===== config.mk =====
export PLATFORM = sky130hd
export DESIGN_NAME = ir_pulse_frame_encoder
export DESIGN_NICKNAME = d
export VERILOG_FILES = /design/src/rtl/ipfe_pkg.sv /design/src/rtl/ipfe_cfg_regs.sv /design/src/rtl/ipfe_sequencer.sv /design/src/rtl/ipfe_out_reg.sv /design/src/rtl/ir_pulse_frame_encoder.sv
export SDC_FILE = /design/constraint.sdc
export NUM_CORES = 1
export LEC_CHECK = 0
export ABC_AREA = 1
export BUFFER_PORTS_ARGS = -buffer_cell sky130_fd_sc_hd__buf_2
export CORE_ASPECT_RATIO = 1.4
export CORE_MARGIN = 10
export CORE_UTILIZATION = 65
export CTS_BUF_LIST = sky130_fd_sc_hd__clkbuf_4
export DETAILED_ROUTE_END_ITERATION = 8
export PLACE_DENSITY = 0.87
export SLEW_MARGIN = 20
export SYNTH_ARGS = -nofsm -noshare
export SYNTH_HDL_FRONTEND = slang
export SYNTH_HIERARCHICAL = 1
export SYNTH_SLANG_ARGS = --single-unit

===== constraint.sdc =====
create_clock -name aclk -period 4.9 [get_ports aclk]
set_clock_uncertainty 0.05 [all_clocks]
set_input_delay 0.49 -clock aclk [delete_from_list [all_inputs] [get_ports aclk]]
set_output_delay 0.49 -clock aclk [all_outputs]
set_load 0.01 [all_outputs]

===== src/rtl/ipfe_pkg.sv =====
// Shared types and constants for the IR pulse frame encoder.
// Holds the register map, the frame phase codes and the item structures.
// No dependencies.
`timescale 1ns / 1ps

package ipfe_pkg;

    localparam int DUR_W   = 15;
    localparam int ADDR_W  = 16;
    localparam int CMD_W   = 15;
    localparam int LEN_W   = 12;
    localparam int OPT_W   = 3;
    localparam int CFG_W   = 15;
    localparam int IDX_W   = 3;

    localparam int ADDR_MAX_BITS = 16;
    localparam int CMD_MAX_BITS  = 15;

    // Frame option bits.
    localparam int OPT_ADDR_INV = 0;
    localparam int OPT_CMD_INV  = 1;
    localparam int OPT_STOP     = 2;

    typedef enum logic [IDX_W-1:0] {
        REG_HEADER_MARK   = 3'd0,
        REG_HEADER_SPACE  = 3'd1,
        REG_ONE_MARK      = 3'd2,
        REG_ONE_SPACE     = 3'd3,
        REG_ZERO_MARK     = 3'd4,
        REG_ZERO_SPACE    = 3'd5,
        REG_FIELD_LENGTHS = 3'd6,
        REG_FRAME_OPTIONS = 3'd7
    } reg_idx_t;

    typedef enum logic [2:0] {
        PH_HEADER   = 3'd0,
        PH_ADDR     = 3'd1,
        PH_ADDR_INV = 3'd2,
        PH_CMD      = 3'd3,
        PH_CMD_INV  = 3'd4,
        PH_STOP     = 3'd5
    } phase_t;

    localparam int PH_NUM = 6;

    typedef struct packed {
        logic [DUR_W-1:0] header_mark;
        logic [DUR_W-1:0] header_space;
        logic [DUR_W-1:0] one_mark;
        logic [DUR_W-1:0] one_space;
        logic [DUR_W-1:0] zero_mark;
        logic [DUR_W-1:0] zero_space;
        logic [LEN_W-1:0] field_lengths;
        logic [OPT_W-1:0] frame_options;
    } cfg_t;

    typedef struct packed {
        logic [DUR_W-1:0] mark;
        logic [DUR_W-1:0] space;
        logic             last;
    } item_t;

endpackage


===== src/rtl/ipfe_cfg_regs.sv =====
// Configuration register file of the IR pulse frame encoder.
// Depends on ipfe_pkg for the register map and cfg_t.
`timescale 1ns / 1ps

module ipfe_cfg_regs
    import ipfe_pkg::*;
(
    input  logic             aclk,
    input  logic             aresetn,
    input  logic             cfg_wr_en,
    input  logic [IDX_W-1:0] cfg_wr_index,
    input  logic [CFG_W-1:0] cfg_wr_data,
    output cfg_t             cfg
);

    cfg_t cfg_reg;
    cfg_t cfg_next;

    always_comb begin
        cfg_next = cfg_reg;
        if (cfg_wr_en) begin
            unique case (reg_idx_t'(cfg_wr_index))
                REG_HEADER_MARK:   cfg_next.header_mark   = cfg_wr_data[DUR_W-1:0];
                REG_HEADER_SPACE:  cfg_next.header_space  = cfg_wr_data[DUR_W-1:0];
                REG_ONE_MARK:      cfg_next.one_mark      = cfg_wr_data[DUR_W-1:0];
                REG_ONE_SPACE:     cfg_next.one_space     = cfg_wr_data[DUR_W-1:0];
                REG_ZERO_MARK:     cfg_next.zero_mark     = cfg_wr_data[DUR_W-1:0];
                REG_ZERO_SPACE:    cfg_next.zero_space    = cfg_wr_data[DUR_W-1:0];
                REG_FIELD_LENGTHS: cfg_next.field_lengths = cfg_wr_data[LEN_W-1:0];
                REG_FRAME_OPTIONS: cfg_next.frame_options = cfg_wr_data[OPT_W-1:0];
                default:           cfg_next = cfg_reg;
            endcase
        end
    end

    always_ff @(posedge aclk) begin
        if (!aresetn) begin
            cfg_reg <= '0;
        end else begin
            cfg_reg <= cfg_next;
        end
    end

    assign cfg = cfg_reg;

endmodule


===== src/rtl/ipfe_sequencer.sv =====
// Frame sequencer: holds the request and steps through header, field bits and stop item.
// Depends on ipfe_pkg for cfg_t, item_t and the phase codes.
`timescale 1ns / 1ps

module ipfe_sequencer
    import ipfe_pkg::*;
#(
    parameter logic [DUR_W-1:0] STOP_MARK_DUR  = 15'd560,
    parameter logic [DUR_W-1:0] STOP_SPACE_DUR = 15'd0
)
(
    input  logic              aclk,
    input  logic              aresetn,
    input  cfg_t              cfg,
    input  logic              req_valid,
    output logic              req_ready,
    input  logic [ADDR_W-1:0] req_address,
    input  logic [CMD_W-1:0]  req_command,
    output logic              item_valid,
    input  logic              item_space,
    output item_t             item
);

    logic              busy_reg, busy_next;
    phase_t            phase_reg, phase_next;
    logic [3:0]        bit_idx_reg, bit_idx_next;
    logic [ADDR_W-1:0] held_address_reg, held_address_next;
    logic [CMD_W-1:0]  held_command_reg, held_command_next;

    logic [4:0]        addr_len;
    logic [3:0]        cmd_len;
    logic [4:0]        cur_len;
    logic [PH_NUM-1:0] ph_en;
    phase_t            following;
    logic              has_following;
    logic              phase_end;
    logic              cur_bit;
    logic              load;
    logic              req_take;

    assign addr_len = (cfg.field_lengths[5:0] > 6'(ADDR_MAX_BITS)) ? 5'(ADDR_MAX_BITS)
                                                                    : cfg.field_lengths[4:0];
    assign cmd_len  = (cfg.field_lengths[11:6] > 6'(CMD_MAX_BITS)) ? 4'(CMD_MAX_BITS)
                                                                    : cfg.field_lengths[9:6];

    always_comb begin
        ph_en              = '0;
        ph_en[PH_HEADER]   = 1'b1;
        ph_en[PH_ADDR]     = (addr_len != 5'd0);
        ph_en[PH_ADDR_INV] = (addr_len != 5'd0) && cfg.frame_options[OPT_ADDR_INV];
        ph_en[PH_CMD]      = (cmd_len != 4'd0);
        ph_en[PH_CMD_INV]  = (cmd_len != 4'd0) && cfg.frame_options[OPT_CMD_INV];
        ph_en[PH_STOP]     = cfg.frame_options[OPT_STOP];
    end

    // The nearest enabled phase after the current one; none means this is the final phase.
    always_comb begin
        following     = PH_HEADER;
        has_following = 1'b0;
        for (int p = PH_NUM - 1; p >= 0; p--) begin
            if ((3'(p) > phase_reg) && ph_en[p]) begin
                following     = phase_t'(3'(p));
                has_following = 1'b1;
            end
        end
    end

    always_comb begin
        cur_len = 5'd1;
        cur_bit = 1'b0;
        case (phase_reg)
            PH_ADDR: begin
                cur_len = addr_len;
                cur_bit = held_address_reg[bit_idx_reg];
            end
            PH_ADDR_INV: begin
                cur_len = addr_len;
                cur_bit = ~held_address_reg[bit_idx_reg];
            end
            PH_CMD: begin
                cur_len = {1'b0, cmd_len};
                cur_bit = held_command_reg[bit_idx_reg];
            end
            PH_CMD_INV: begin
                cur_len = {1'b0, cmd_len};
                cur_bit = ~held_command_reg[bit_idx_reg];
            end
            default: begin
                cur_len = 5'd1;
                cur_bit = 1'b0;
            end
        endcase
    end

    assign phase_end = (({1'b0, bit_idx_reg} + 5'd1) == cur_len);

    always_comb begin
        item.last = phase_end && !has_following;
        case (phase_reg)
            PH_HEADER: begin
                item.mark  = cfg.header_mark;
                item.space = cfg.header_space;
            end
            PH_STOP: begin
                item.mark  = STOP_MARK_DUR;
                item.space = STOP_SPACE_DUR;
            end
            default: begin
                item.mark  = cur_bit ? cfg.one_mark  : cfg.zero_mark;
                item.space = cur_bit ? cfg.one_space : cfg.zero_space;
            end
        endcase
    end

    assign item_valid = busy_reg;
    assign load       = busy_reg && item_space;
    // A new request enters as the final item of the current frame leaves.
    assign req_ready  = !busy_reg || (load && item.last);
    assign req_take   = req_valid && req_ready;

    always_comb begin
        busy_next         = busy_reg;
        phase_next        = phase_reg;
        bit_idx_next      = bit_idx_reg;
        held_address_next = held_address_reg;
        held_command_next = held_command_reg;
        if (req_take) begin
            busy_next         = 1'b1;
            phase_next        = PH_HEADER;
            bit_idx_next      = 4'd0;
            held_address_next = req_address;
            held_command_next = req_command;
        end else if (load) begin
            if (item.last) begin
                busy_next = 1'b0;
            end else if (phase_end) begin
                phase_next   = following;
                bit_idx_next = 4'd0;
            end else begin
                bit_idx_next = bit_idx_reg + 4'd1;
            end
        end
    end

    always_ff @(posedge aclk) begin
        if (!aresetn) begin
            busy_reg    <= 1'b0;
            phase_reg   <= PH_HEADER;
            bit_idx_reg <= 4'd0;
        end else begin
            busy_reg    <= busy_next;
            phase_reg   <= phase_next;
            bit_idx_reg <= bit_idx_next;
        end
    end

    always_ff @(posedge aclk) begin
        held_address_reg <= held_address_next;
        held_command_reg <= held_command_next;
    end

endmodule


===== src/rtl/ipfe_out_reg.sv =====
// Result register of the IR pulse frame encoder; parts the sequencer from the result channel.
// Depends on ipfe_pkg for item_t.
`timescale 1ns / 1ps

module ipfe_out_reg
    import ipfe_pkg::*;
(
    input  logic  aclk,
    input  logic  aresetn,
    input  logic  in_valid,
    output logic  in_space,
    input  item_t in_item,
    output logic  out_valid,
    input  logic  out_ready,
    output item_t out_item
);

    logic  valid_reg, valid_next;
    item_t item_reg, item_next;
    logic  load;

    assign in_space = !valid_reg || out_ready;
    assign load     = in_valid && in_space;

    always_comb begin
        valid_next = valid_reg;
        item_next  = item_reg;
        if (load) begin
            valid_next = 1'b1;
            item_next  = in_item;
        end else if (out_ready) begin
            valid_next = 1'b0;
        end
    end

    always_ff @(posedge aclk) begin
        if (!aresetn) begin
            valid_reg <= 1'b0;
        end else begin
            valid_reg <= valid_next;
        end
    end

    always_ff @(posedge aclk) begin
        item_reg <= item_next;
    end

    assign out_valid = valid_reg;
    assign out_item  = item_reg;

endmodule


===== src/rtl/ir_pulse_frame_encoder.sv =====
// Channel   | Direction | Handshake          | Payload
// ----------+-----------+--------------------+--------------------------------------
// request   | in        | s_valid / s_ready  | s_address[15:0], s_command[14:0]
// pulse     | out       | m_valid / m_ready  | m_mark_duration, m_space_duration, m_last
// config    | in        | cfg_wr_en          | cfg_wr_index[2:0], cfg_wr_data[14:0]
//
// One request yields 1 to 64 pulse items, one per cycle when m_ready stays high.
// The next request is taken in the cycle the final item of the frame enters the result
// register, so frames follow one another without a gap.
// A stall on m_ready holds the result register and the sequencer; no item is lost.
// Reset clears the configuration registers, the sequencer control state and the result valid flag.
// Depends on ipfe_pkg, ipfe_cfg_regs, ipfe_sequencer and ipfe_out_reg.
`timescale 1ns / 1ps

module ir_pulse_frame_encoder
    import ipfe_pkg::*;
#(
    parameter int unsigned STOP_MARK  = 560,
    parameter int unsigned STOP_SPACE = 0
)
(
    input  logic              aclk,
    input  logic              aresetn,
    input  logic              cfg_wr_en,
    input  logic [IDX_W-1:0]  cfg_wr_index,
    input  logic [CFG_W-1:0]  cfg_wr_data,
    input  logic              s_valid,
    output logic              s_ready,
    input  logic [ADDR_W-1:0] s_address,
    input  logic [CMD_W-1:0]  s_command,
    output logic              m_valid,
    input  logic              m_ready,
    output logic [DUR_W-1:0]  m_mark_duration,
    output logic [DUR_W-1:0]  m_space_duration,
    output logic              m_last
);

    cfg_t  cfg;
    item_t gen_item;
    item_t out_item;
    logic  gen_valid;
    logic  gen_space;

    ipfe_cfg_regs u_cfg_regs (
        .aclk         (aclk),
        .aresetn      (aresetn),
        .cfg_wr_en    (cfg_wr_en),
        .cfg_wr_index (cfg_wr_index),
        .cfg_wr_data  (cfg_wr_data),
        .cfg          (cfg)
    );

    ipfe_sequencer #(
        .STOP_MARK_DUR  (DUR_W'(STOP_MARK)),
        .STOP_SPACE_DUR (DUR_W'(STOP_SPACE))
    ) u_sequencer (
        .aclk        (aclk),
        .aresetn     (aresetn),
        .cfg         (cfg),
        .req_valid   (s_valid),
        .req_ready   (s_ready),
        .req_address (s_address),
        .req_command (s_command),
        .item_valid  (gen_valid),
        .item_space  (gen_space),
        .item        (gen_item)
    );

    ipfe_out_reg u_out_reg (
        .aclk      (aclk),
        .aresetn   (aresetn),
        .in_valid  (gen_valid),
        .in_space  (gen_space),
        .in_item   (gen_item),
        .out_valid (m_valid),
        .out_ready (m_ready),
        .out_item  (out_item)
    );

    assign m_mark_duration  = out_item.mark;
    assign m_space_duration = out_item.space;
    assign m_last           = out_item.last;

endmodule


Word level (Yosys, flattened, before mapping)
Index checks and enable logic that the tools add are counted.
{"block": "word_totals", "word_cells": 111, "reg_bits": 176}
{"block": "classes", "n_bitwise": 4, "eq_ne": 13, "n_lt_le_gt_ge": 9, "n_reduce_logical": 37, "muxes": 29, "add_sub_neg": 2}
{"cell": "30-bit case mux with 2 select lines", "n": 1}
{"cell": "15-bit two-way mux", "n": 2}
{"cell": "2-bit AND reduction", "n": 10}
{"cell": "3-bit == test (second input constant)", "n": 6}
{"cell": "3-bit two-way mux", "n": 6}
{"cell": "1-bit two-way mux", "n": 13}
{"cell": "3-bit by 2-bit == test with 1-bit output (second input constant)", "n": 4}
{"cell": "1-bit logical AND", "n": 11}
{"cell": "5-bit case mux with 2 select lines", "n": 1}
{"cell": "1-bit binary-select mux with 4-bit select", "n": 2}
{"cell": "4-bit two-way mux", "n": 2}
{"cell": "3-bit by 1-bit == test with 1-bit output (second input constant)", "n": 2}
{"cell": "1-bit by 3-bit greater-than comparator with 1-bit output (first input constant)", "n": 2}
{"cell": "2-bit by 3-bit greater-than comparator with 1-bit output (first input constant)", "n": 2}
{"cell": "3-bit greater-than comparator (first input constant)", "n": 2}
{"cell": "6-bit by 4-bit greater-than comparator with 1-bit output (second input constant)", "n": 1}
{"cell": "6-bit by 5-bit greater-than comparator with 1-bit output (second input constant)", "n": 1}
{"cell": "3-bit zero test", "n": 2}
{"cell": "2-bit nonzero test", "n": 3}
{"cell": "2-bit OR reduction", "n": 3}
{"cell": "4-bit by 1-bit adder with 5-bit output (second input constant)", "n": 1}
{"cell": "5-bit == test", "n": 1}
{"cell": "4-bit by 5-bit less-than comparator with 1-bit output (second input constant)", "n": 1}
{"cell": "5-bit two-way mux", "n": 1}
{"cell": "other kinds (8)", "n": 14}

Logic depth before layout (Yosys ltp)
Gate-level depths: netlist (run 1).
{"block": "logic_depth", "depth_word": 17, "ltp_mapped": 16, "depth_no_buf": 15}

Cells and area by module
Netlist (run 1), hierarchy kept.
{"mod": "ipfe_cfg_regs", "instances": 1, "area_each_um2": 4255.3, "cells_per_inst": 602}
{"mod": "ipfe_sequencer", "instances": 1, "area_each_um2": 3002.9, "cells_per_inst": 489}
{"mod": "ipfe_out_reg", "instances": 1, "area_each_um2": 982.2, "cells_per_inst": 38}

Least setup slack after synthesis (run 1)
OpenSTA, ideal clock, no wires.
{"block": "synth_path", "path_kind": "input -> register", "startpoint": "input m_ready", "endpoint": "register u_out_reg.item_reg (netlist bit u_out_reg/out_item[0]), enable pin", "setup_time_ps": 429, "path_stages": 2, "required_ps": 4421, "arrival_ps": 2041, "slack_ps": 2380, "n_path_buf": 0, "path_cell_list": "inv_2 a21oi_1"}
{"block": "synth_via", "elab_chain_len": 2}
{"item": "start: declaration", "line": "ir_pulse_frame_encoder.sv:32", "text": "input logic m_ready,"}
{"item": "1-bit logical OR", "line": "ipfe_out_reg.sv:22", "text": "assign in_space = !valid_reg || out_ready;"}
{"item": "1-bit logical AND", "line": "ipfe_out_reg.sv:23", "text": "assign load = in_valid && in_space;"}
{"item": "via u_out_reg.load", "line": "ipfe_out_reg.sv:20", "text": "logic load;"}
{"item": "end signal: assignment", "line": "ipfe_out_reg.sv:45", "text": "item_reg <= item_next;"}
{"item": "end: declaration", "line": "ipfe_out_reg.sv:19", "text": "item_t item_reg, item_next;"}
The timed path passes the listed nets, and every way through them passes these cells.
A chain may end at the register's enable or synchronous reset.

Final worst setup path (run 1)
{"block": "layout_path", "startpoint": "register u_sequencer.phase_reg[1]", "endpoint": "register u_sequencer.held_address_reg[7], enable pin"}
{"block": "layout_via", "elab_chain_len": 13, "elab_cells_between_ends": 30, "classes_between": "6 x order compare; 5 x eq/ne; 7 x mux; 12 x reduce/logical"}
{"item": "start: declaration", "line": "ipfe_sequencer.sv:25", "text": "phase_t phase_reg, phase_next;"}
{"item": "start signal: assignment", "line": "ipfe_sequencer.sv:152", "text": "phase_reg <= phase_next;"}
{"item": "3-bit greater-than comparator", "line": "ipfe_sequencer.sv:61", "text": "if ((3'(p) > phase_reg) && ph_en[p]) begin"}
{"item": "1-bit logical AND", "line": "ipfe_sequencer.sv:61"}
{"item": "1-bit two-way mux (6 in a row)", "line": "ipfe_sequencer.sv:61"}
{"item": "1-bit zero test", "line": "ipfe_sequencer.sv:98", "text": "item.last = phase_end && !has_following;"}
{"item": "1-bit logical AND (*)", "line": "ipfe_sequencer.sv:98"}
{"item": "1-bit logical AND (*)", "line": "ipfe_sequencer.sv:118", "text": "assign req_ready = !busy_reg || (load && item.last);"}
{"item": "1-bit logical OR (*)", "line": "ipfe_sequencer.sv:118"}
{"item": "1-bit logical AND (*)", "line": "ipfe_sequencer.sv:119", "text": "assign req_take = req_valid && req_ready;"}
{"item": "end signal: assignment", "line": "ipfe_sequencer.sv:158", "text": "held_address_reg <= held_address_next;"}
{"item": "end: declaration", "line": "ipfe_sequencer.sv:27", "text": "logic [ADDR_W-1:0] held_address_reg, held_address_next;"}
Mark *: on every way between the ends. The rest lies on a longest branch, timed or not.

==> flow_summary.toml, run 1 <==
[outcome]
status = "finished clean"

[yosys]
syn_nets = 1184
synthMuxAreaShare = 0
seq_area_frac_synth = 0.503
synth_cells = 1129
synth-compound-area-share = 0.0150
yosys_most_used_dff = "dfxtp_1"
synthArstFlopShare = 0
yosysTopAreaCell = "dfxtp_1"
netlist_area_um2 = 8240
synth_top_family_by_area = "simple AND/OR/NAND/NOR gates"
synthXorXnorAreaFrac = 0.00106
syn_area_per_cell_um2 = 7.30
synth_cell_types = 30
yosysTopAreaCellShare = 0.277
synth.area.top_cells = "dfxtp_1, edfxtp_1, nand2_1"
yosys_warnings = 6
synth_fa_ha_area_frac = 0.00152
synth_seq_cells = 176
synthSimpleGateAreaFrac = 0.384
synth_edf_count = 62

[drt]
ant_nets = 0
drtIter0Drc = 810
wl_per_cell_um = 15.5
drc = 0
firstDrtPassIters = 8
vias = 7441
detail_route.wirelength_um = 21000
vias_per_cell = 5.50

[timing]
fin_ws_ps = 1640
finalCriticalPeriod_ps = 3260
fmax_ghz = 0.307
rsz0062_at_grt = "no"
fin_hold_ws_ps = 46.2
fin_setup_tns_ps = 0
worstMarginPinSlew_ps = 1110
setup_viol = 0
hold_viol = 0
slew_headroom = 0.260
slew_viol_final = 0
finalCritPeriodShare = 0.666

[clock_network]
hold_buffers = 0
postCtsSetupBuffers = 0
cts_max_path_buffers = 2
clk_latency_ps = 570
htreeDepth = 4
path_clk_slew_ps = 130
cts_resized = 0
numCtsBuffers = 17
numClockSinks = 176
cts_tree = "done"
cts_root_buffer = "clkbuf_4"

[pwr]
peakVddDrop_uv = 182
p_leak_nw = 4.05
p_int_mw = 2.18
powerDensity_nw_per_um2 = 342
swShare = 0.289
p_comb_frac = 0.168
power_frac_clock = 0.296
pwr-share-seq = 0.536
p_sw_mw = 0.887

[worst_setup_path]
path_cells = "nor2_1 > nand2_1 > inv_2 > nand2_1 > nand3_1 > nor2_1 > nand4_1 > nand2_1 > nand2_1 > clkinv_1"
critPathKind = "reg2reg"
critical_path.startpoint_type = "flop"
crit_fanout = 31
crit_path_frequent_cell = "nand2_1"
critPathSlowestCell = "clkinv_1"
crit_path_end_kind = "flop"
arrival_ps = 3220
required_ps = 4860
slowest_delay_ps = 760

[global_routing]
grt_first_pass_wirelength_um = 33700
antenna_found_initial = 1
grt-ovfl-total = 0
grt_util_all_layers = 0.235
grt_max_degree = 109
grt_pass1_vias = 6796

[placement]
pre_cts_ws_ps = 1910
place.gp.congestion = 0.936
port_buffers = 86
placed_cell_area_um2 = 8620
dp_hpwl_um = 13600

[die]
die_area_um2 = 17600
die_h_um = 153
ios = 87
dieWidth_um = 115
initial_core_util = 0.666
num_rows = 48
core_um2 = 12400

[final_layout]
nets = 1243
largest_reg_flops = 105
final_area_um2 = 8980
areaGrowthSynthToFinish_pct = 9.02
fin_util = 0.726
drive_above_1_share = 0.129
fill_cells = 1016

[hold_path]
hold_path.class = "in2reg"

[run]
drv_cap = 0
path summary, 6_finish.rpt:
| path | startpoint | endpoint | slack [ps] | depth (start not counted) |
|---|---|---|---|---|
| hold / removal | s_command[10] | u_sequencer/held_command_reg[10]$_DFFE_PP_ | 50 | 1 |
| setup / recovery | u_sequencer/phase_reg[1]$_SDFFE_PP0P_ | u_sequencer/held_address_reg[7]$_DFFE_PP_ | 1640 | 10 |
| hold reg to reg | u_cfg_regs/cfg[103]$_SDFFE_PN0P_ | u_cfg_regs/cfg[103]$_SDFFE_PN0P_ | 440 | 2 |
| setup reg to reg | u_sequencer/phase_reg[1]$_SDFFE_PP0P_ | u_sequencer/held_address_reg[7]$_DFFE_PP_ | 1640 | 10 |
critical path: cells and delay by family, from the launching register on:
kind	cells	cell delay [ps]
simple gates	8	1000
buf+inv	2	1290
flops	1	370
cell families after synthesis:
kind of cell / after synthesis
buffers and inverters: 180
DFF: 176
adders and majority gates: 1
AOI/OAI and AO/OA: 22
and+or+nand+nor: 749
xor gates and xnor gates: 1
metal layers:
layer	GRT usage	part of all wire	vias up
li1	-	-	3651
met1	0.287	0.40	3385
met2	0.386	0.48	355
met3	0.0478	0.090	50
met4	0.108	0.031	0
met5	0	0	-
cells in the mapped netlist, types with 8 or more instances:
cell and n:
nand2_1 292, nor2_1 245, nand3_1 184, dfxtp_1 114, inv_1 114, edfxtp_1 62, buf_2 26, o21ai_1 10
inv_2 9, buf_1 8, buf_4 8, clkbuf_1 8, nand4_1 8, nor2_4 8
final cells by class:
class / count / area [µm²] / share of cell area
antenna: 1 / 2.50 / 0.000279
clock buffer: 19 / 143 / 0.0159
clock inverter: 13 / 186 / 0.0208
inverter: 124 / 465 / 0.0518
multi-input combinational: 773 / 3330 / 0.371
sequential: 176 / 4140 / 0.461
tap: 150 / 188 / 0.0209
timing repair buffer: 96 / 526 / 0.0585
per-stage QoR:
step           power [mW]  cells
5_1_grt              3.20   1352
2_1_floorplan        2.02   1129
6_report             3.07   1352
4_1_cts              3.07   1350
3_3_place_gp         2.16   1318
3_5_place_dp         2.17   1318
placed cells by master (no fill, tap or decap), types with 5 or more instances in the layout:
cell type and count:
nand4_1 8, inv_2 10, nand2_1 292, inv_1 112, dfxtp_1 114, o21ai_1 10, edfxtp_1 62, nor2_4 9
o21ai_0 5, clkbuf_4 19, buf_4 9, nor2_1 245, buf_2 86, nand3_1 184
power by group through the flow:
| stage | Clock, mW | Combinational (mW) | Sequential, mW |
|---|---|---|---|
| after floorplan | 0 | 0.340 | 1.68 |
| after global placement | 0 | 0.487 | 1.68 |
| after detailed placement | 0 | 0.499 | 1.68 |
| after CTS | 0.919 | 0.502 | 1.65 |
| after global routing | 0.976 | 0.570 | 1.65 |
| final | 0.909 | 0.517 | 1.64 |
Power figures use the tool's default switching activity.
==> run 2: changes to the inputs <==
--- a/config.mk
+++ b/config.mk
@@ -9,10 +9,10 @@
 export BUFFER_PORTS_ARGS = -buffer_cell sky130_fd_sc_hd__buf_2
 export CORE_ASPECT_RATIO = 1.4
 export CORE_MARGIN = 10
-export CORE_UTILIZATION = 65
+export CORE_UTILIZATION = 61
 export CTS_BUF_LIST = sky130_fd_sc_hd__clkbuf_4
 export DETAILED_ROUTE_END_ITERATION = 8
-export PLACE_DENSITY = 0.87
+export PLACE_DENSITY = 0.82
 export SLEW_MARGIN = 20
 export SYNTH_ARGS = -nofsm -noshare
 export SYNTH_HDL_FRONTEND = slang
==> constraint.sdc (replaced) <==
create_clock -name aclk -period 3.1 [get_ports aclk]
set_clock_uncertainty 0.05 [all_clocks]
set_input_delay 0.31 -clock aclk [delete_from_list [all_inputs] [get_ports aclk]]
set_output_delay 0.31 -clock aclk [all_outputs]
set_load 0.01 [all_outputs]
==> flow_summary.toml, run 2 (synthesized netlist as in run 1, its figures left out) <==
[die]
num_rows = 50
ios = 87
die_h_um = 158
initial_core_util = 0.618
dieWidth_um = 118
die_area_um2 = 18600
core_um2 = 13300

[clock_network]
numCtsBuffers = 17
path_clk_slew_ps = 160
cts_max_path_buffers = 2
cts_root_buffer = "clkbuf_4"
clk_latency_ps = 570
htreeDepth = 4
cts_resized = 0
cts_tree = "done"
numClockSinks = 176
postCtsSetupBuffers = 0

[timing]
worstMarginPinSlew_ps = 955
finalCriticalPeriod_ps = 2750
fmax_ghz = 0.364
setup_viol = 0
fin_setup_tns_ps = 0
slew_headroom = 0.363
finalCritPeriodShare = 0.887
fin_ws_ps = 350
hold_viol = 0
slew_viol_final = 0
rsz0062_at_grt = "no"
fin_hold_ws_ps = 106

[placement]
placed_cells = 1357
pre_cts_ws_ps = 640
dp_hpwl_um = 13900
placed_cell_area_um2 = 8720
place.gp.congestion = 0.889
port_buffers = 86

[pwr]
peakVddDrop_uv = 235
power_mw = 4.67
powerDensity_nw_per_um2 = 502
p_leak_nw = 4.19

[final_layout]
fin_util = 0.699
final_area_um2 = 9320
fill_cells = 1123
mostFrequentLayoutCells = "nand2_1, nor2_1, nand3_1"
nets = 1282
layout_commonest_cell = "nand2_1"
areaGrowthSynthToFinish_pct = 13.0
instances_no_fill = 1423
drive_above_1_share = 0.129
largest_reg_flops = 105

[hold_path]
holdPathStages = 5
hold_path.class = "in2reg"
min-delay-start = "cfg_wr_data[14]"
min_to = "u_cfg_regs/cfg[59]$_SDFFE_PN0P_"

[worst_setup_path]
cp_num_buf_inv = 2
timing.rr.start = "u_sequencer/bit_idx_reg[1]$_SDFFE_PP0P_"
crit_path_start = "u_sequencer/bit_idx_reg[1]$_SDFFE_PP0P_"
crit_path_frequent_cell = "nand2_1"
critPathSlowestCell = "dfxtp_1"
crit_fanout = 10
rrSetupSlack_ps = 460
critical_path.startpoint_type = "flop"
ff2ff_path_depth = 14
crit_path_end_kind = "output pin"
path_cells = "ha_1 > xor2_1 > inv_1 > nand2_1 > nand3_1 > a21oi_1 > nand4_1 > nand2_1 > buf_2"
worstReg2RegEnd = "u_out_reg/out_item[1]$_DFFE_PP_"
critPathKind = "reg2out"
critPathTopFamily = "flip-flops"
arrival_ps = 2390
slowest_delay_ps = 610
required_ps = 2740

[outcome]
status = "finished clean"

[run]
drv_cap = 0

[global_routing]
grt_max_degree = 50
grt_first_pass_wirelength_um = 36500
grt_util_all_layers = 0.242
grt-ovfl-total = 0
grt_pass1_vias = 7150
antenna_found_initial = 1

[drt]
firstDrtPassIters = 5
drtIter0Drc = 1074
wl_per_cell_um = 15.7
vias = 7618
ant_nets = 0
drc = 0
vias_per_cell = 5.35
detail_route.wirelength_um = 22300
-- run 2: final cells by class --
cell class	instances	area, µm²	share of cell area
Antenna cell	1	2.50	0.000269
Clock buffer	18	135	0.0145
Clock inverter	14	123	0.0132
Inverter	124	465	0.0500
Multi-Input combinational cell	773	3320	0.357
Sequential cell	176	4140	0.445
Tap cell	182	228	0.0244
Timing Repair Buffer	135	893	0.0959
-- run 2: tightest hold or removal path: stages --
cell	delay, ps
buf_2	80
inv_1	110
nand3_1	110
nand2_1	40
nor2_1	60
-- run 2: how the worst max path moves through the flow --
| stage | endpoint | slack, ps | depth (start not counted) |
|---|---|---|---|
| final | s_ready | 350 | 9 |
| after global routing | s_ready | 170 | 9 |
| after CTS | s_ready | 360 | 9 |
| after detailed placement | u_sequencer/held_address_reg[1]$_DFFE_PP_ | 640 | 11 |
| after global placement | u_sequencer/held_command_reg[1]$_DFFE_PP_ | 720 | 11 |
| after floorplan | u_sequencer/held_address_reg[0]$_DFFE_PP_ | 620 | 10 |
-- run 2: repair_timing --
| item | CTS | global route |
|---|---|---|
| setup endpoints to repair | 0 | 0 |
| hold endpoints to repair | 33 | 0 |
| hold buffers | 33 | 0 |
-- run 2: layer usage --
| metal | vias up | GRT usage | part of all wire |
|---|---|---|---|
| met5 | - | 0 | 0 |
| met4 | 0 | 0.0962 | 0.029 |
| met3 | 55 | 0.0549 | 0.074 |
| met2 | 347 | 0.418 | 0.49 |
| met1 | 3484 | 0.287 | 0.40 |
| li1 | 3732 | - | - |
-- run 2: power by group --
group	internal, mW	leakage [nW]	switching, mW
registers	2.54	1.53	0.0584
logic	0.276	2.52	0.582
clock network	0.359	0.142	0.857
total	3.18	4.19	1.50
==> run 3: changes to the inputs <==
--- a/config.mk
+++ b/config.mk
@@ -9,12 +9,12 @@
 export BUFFER_PORTS_ARGS = -buffer_cell sky130_fd_sc_hd__buf_2
 export CORE_ASPECT_RATIO = 1.4
 export CORE_MARGIN = 10
-export CORE_UTILIZATION = 61
+export CORE_UTILIZATION = 60
 export CTS_BUF_LIST = sky130_fd_sc_hd__clkbuf_4
+export CTS_CLUSTER_DIAMETER = 200
 export DETAILED_ROUTE_END_ITERATION = 8
 export PLACE_DENSITY = 0.82
 export SLEW_MARGIN = 20
 export SYNTH_ARGS = -nofsm -noshare
 export SYNTH_HDL_FRONTEND = slang
-export SYNTH_HIERARCHICAL = 1
 export SYNTH_SLANG_ARGS = --single-unit
==> flow_summary.toml, run 3 <==
[yosys]
syn_area_per_cell_um2 = 8.08
seq_area_frac_synth = 0.545
yosys_warnings = 0
synth_cell_types = 30
yosysMostFrequentCell = "nand2_1"
syn_nets = 996
synthTopCellsByCount = "nand2_1, dfxtp_1, nor2_1"
synth.area.top_cells = "dfxtp_1, edfxtp_1, nand2_1"
synth_seq_cells = 176
synth_edf_count = 62
yosysTopAreaCellShare = 0.300
yosysTopAreaCell = "dfxtp_1"
synthArstFlopShare = 0
netlist_area_um2 = 7600
yosys_most_used_dff = "dfxtp_1"
synth_cells = 941

[final_layout]
areaGrowthSynthToFinish_pct = 15.1
fin_util = 0.707
nets = 1102
drive_above_1_share = 0.156
seq_area_um2 = 4150
fill_cells = 997
largest_reg_flops = 105
layout_commonest_cell = "nand2_1"
multi_input_area_um2 = 2820
mostFrequentLayoutCells = "nand2_1, dfxtp_1, nor2_1"

[timing]
fin_setup_tns_ps = 0
slew_headroom = 0.408
slew_viol_final = 0
rsz0062_at_grt = "no"
finalCritPeriodShare = 0.912
fin_hold_ws_ps = 25.0
fmax_ghz = 0.354
hold_viol = 0
finalCriticalPeriod_ps = 2830
setup_viol = 0
worstMarginPinSlew_ps = 887

[drt]
vias_per_cell = 5.40
detail_route.wirelength_um = 18600
firstDrtPassIters = 7
vias = 6545
drc = 0
ant_nets = 0
wl_per_cell_um = 15.4
drtIter0Drc = 401

[clock_network]
path_clk_slew_ps = 140
htreeDepth = 4
cts_tree = "done"
numClockSinks = 176
numCtsBuffers = 17
cts_root_buffer = "clkbuf_4"
cts_max_path_buffers = 2
postCtsSetupBuffers = 0
clk_latency_ps = 540

[global_routing]
grt_max_degree = 63
grt_first_pass_wirelength_um = 30400
antenna_found_initial = 1
gr-usage-met3 = 0.0443
grt-ovfl-total = 0
grt_pass1_vias = 6344
grt_util_all_layers = 0.212
grtUsageMet2 = 0.371
grt_most_used_layer = "met2"
use_met1 = 0.240

[outcome]
status = "finished clean"

[hold_path]
hold_path.class = "in2reg"

[worst_setup_path]
slowest_delay_ps = 580
critPathSlowestCell = "clkinv_1"
arrival_ps = 2470
critical_path.startpoint_type = "input port"
critPathKind = "in2out"
required_ps = 2740
crit_fanout = 17
crit_path_end_kind = "output pin"
path_cells = "dlygate4sd3_1 > buf_2 > inv_1 > nand2_1 > nand2_1 > clkinv_1 > nand4_1 > nand2_2 > buf_2"

[pwr]
p_leak_nw = 3.84
peakVddDrop_uv = 387
power_mw = 4.50
powerDensity_nw_per_um2 = 515

[die]
die_h_um = 153
num_rows = 48
dieWidth_um = 115
core_um2 = 12400
die_area_um2 = 17600
initial_core_util = 0.614
ios = 87

[placement]
place.gp.congestion = 0.878
dp_hpwl_um = 12500
port_buffers = 86

[run]
drv_cap = 0
[run 3: changes by cell type after synthesis, sizes merged]
cell / change
nand3: -95
o21ai: +104
clkinv: +1
nand3b: +1
a21oi: +66
buf: -34
nor2: -131
clkbuf: +24
nor3b: -3
a21boi: -1
nand2: -108
inv: -12
[run 3: final timing paths]
| check | start | endpoint | depth (start not counted) | slack (ps) |
|---|---|---|---|---|
| setup reg to reg | u_sequencer.bit_idx_reg[1]$_SDFFE_PP0P_ | u_sequencer.held_command_reg[3]$_DFFE_PP_ | 11 | 690 |
| hold reg to reg | u_cfg_regs.cfg[63]$_SDFFE_PN0P_ | u_cfg_regs.cfg[63]$_SDFFE_PN0P_ | 2 | 410 |
| hold / removal | cfg_wr_data[12] | u_cfg_regs.cfg[87]$_SDFFE_PN0P_ | 3 | 20 |
| setup / recovery | m_ready | s_ready | 9 | 270 |
[run 3: power breakdown]
group / switching, mW / internal (mW) / total (mW)
clock network: 0.797 / 0.413 / 1.21
logic: 0.470 / 0.252 / 0.722
registers: 0.0474 / 2.53 / 2.57
[run 3: metal layers]
layer  up-vias  routed length (µm)
met2       206                9740
met5         -                   0
met4         0                 480
met1      3027                7410
li1       3272                   -
met3        40                 966
[run 3: repair_timing]
| item | 4_1_cts | 5_1_grt |
|---|---|---|
| hold buffers | 35 | 0 |
| setup endpoints to repair | 0 | 1 |
| resized for setup | 0 | 1 |
| endpoints found under the hold margin | 36 | 0 |
[run 3: per-stage QoR]
step	setup WS, ps	instances	area [µm²]
after floorplan	344	941	7600
after global placement	557	1143	8130
after detailed placement	524	1143	8130
after CTS	121	1210	8740
after global routing	116	1211	8750
final	272	1211	8750
[run 3: logic make-up (layout without fill, tap and decap cells)]
group | after synthesis | count (layout) | share of synthesized area
AOI/OAI and AO/OA | 191 | 191 | 0.127
xor gates and xnor gates | 1 | 1 | 0.00115
adders and majority gates | 1 | 1 | 0.00165
buffers and inverters | 159 | 278 | 0.0841
DFF | 176 | 176 | 0.545
other | 0 | 1 | 0
and+or+nand+nor | 413 | 413 | 0.241
[run 3: layout make-up]
cell class	instances	share of cell area
clock buffers	17	0.0146
flip-flops and latches	176	0.474
well taps	150	0.0215
clock inverters	15	0.0154
multi-input cells	606	0.322
diodes	1	0.000286
repair buffers	133	0.104
inverters	113	0.0486
[run 3: worst max-delay path, delay by kind of cell]
kind	cells	cell delay, ps
buffers and inverters	5	1430
and+or+nand+nor	4	730
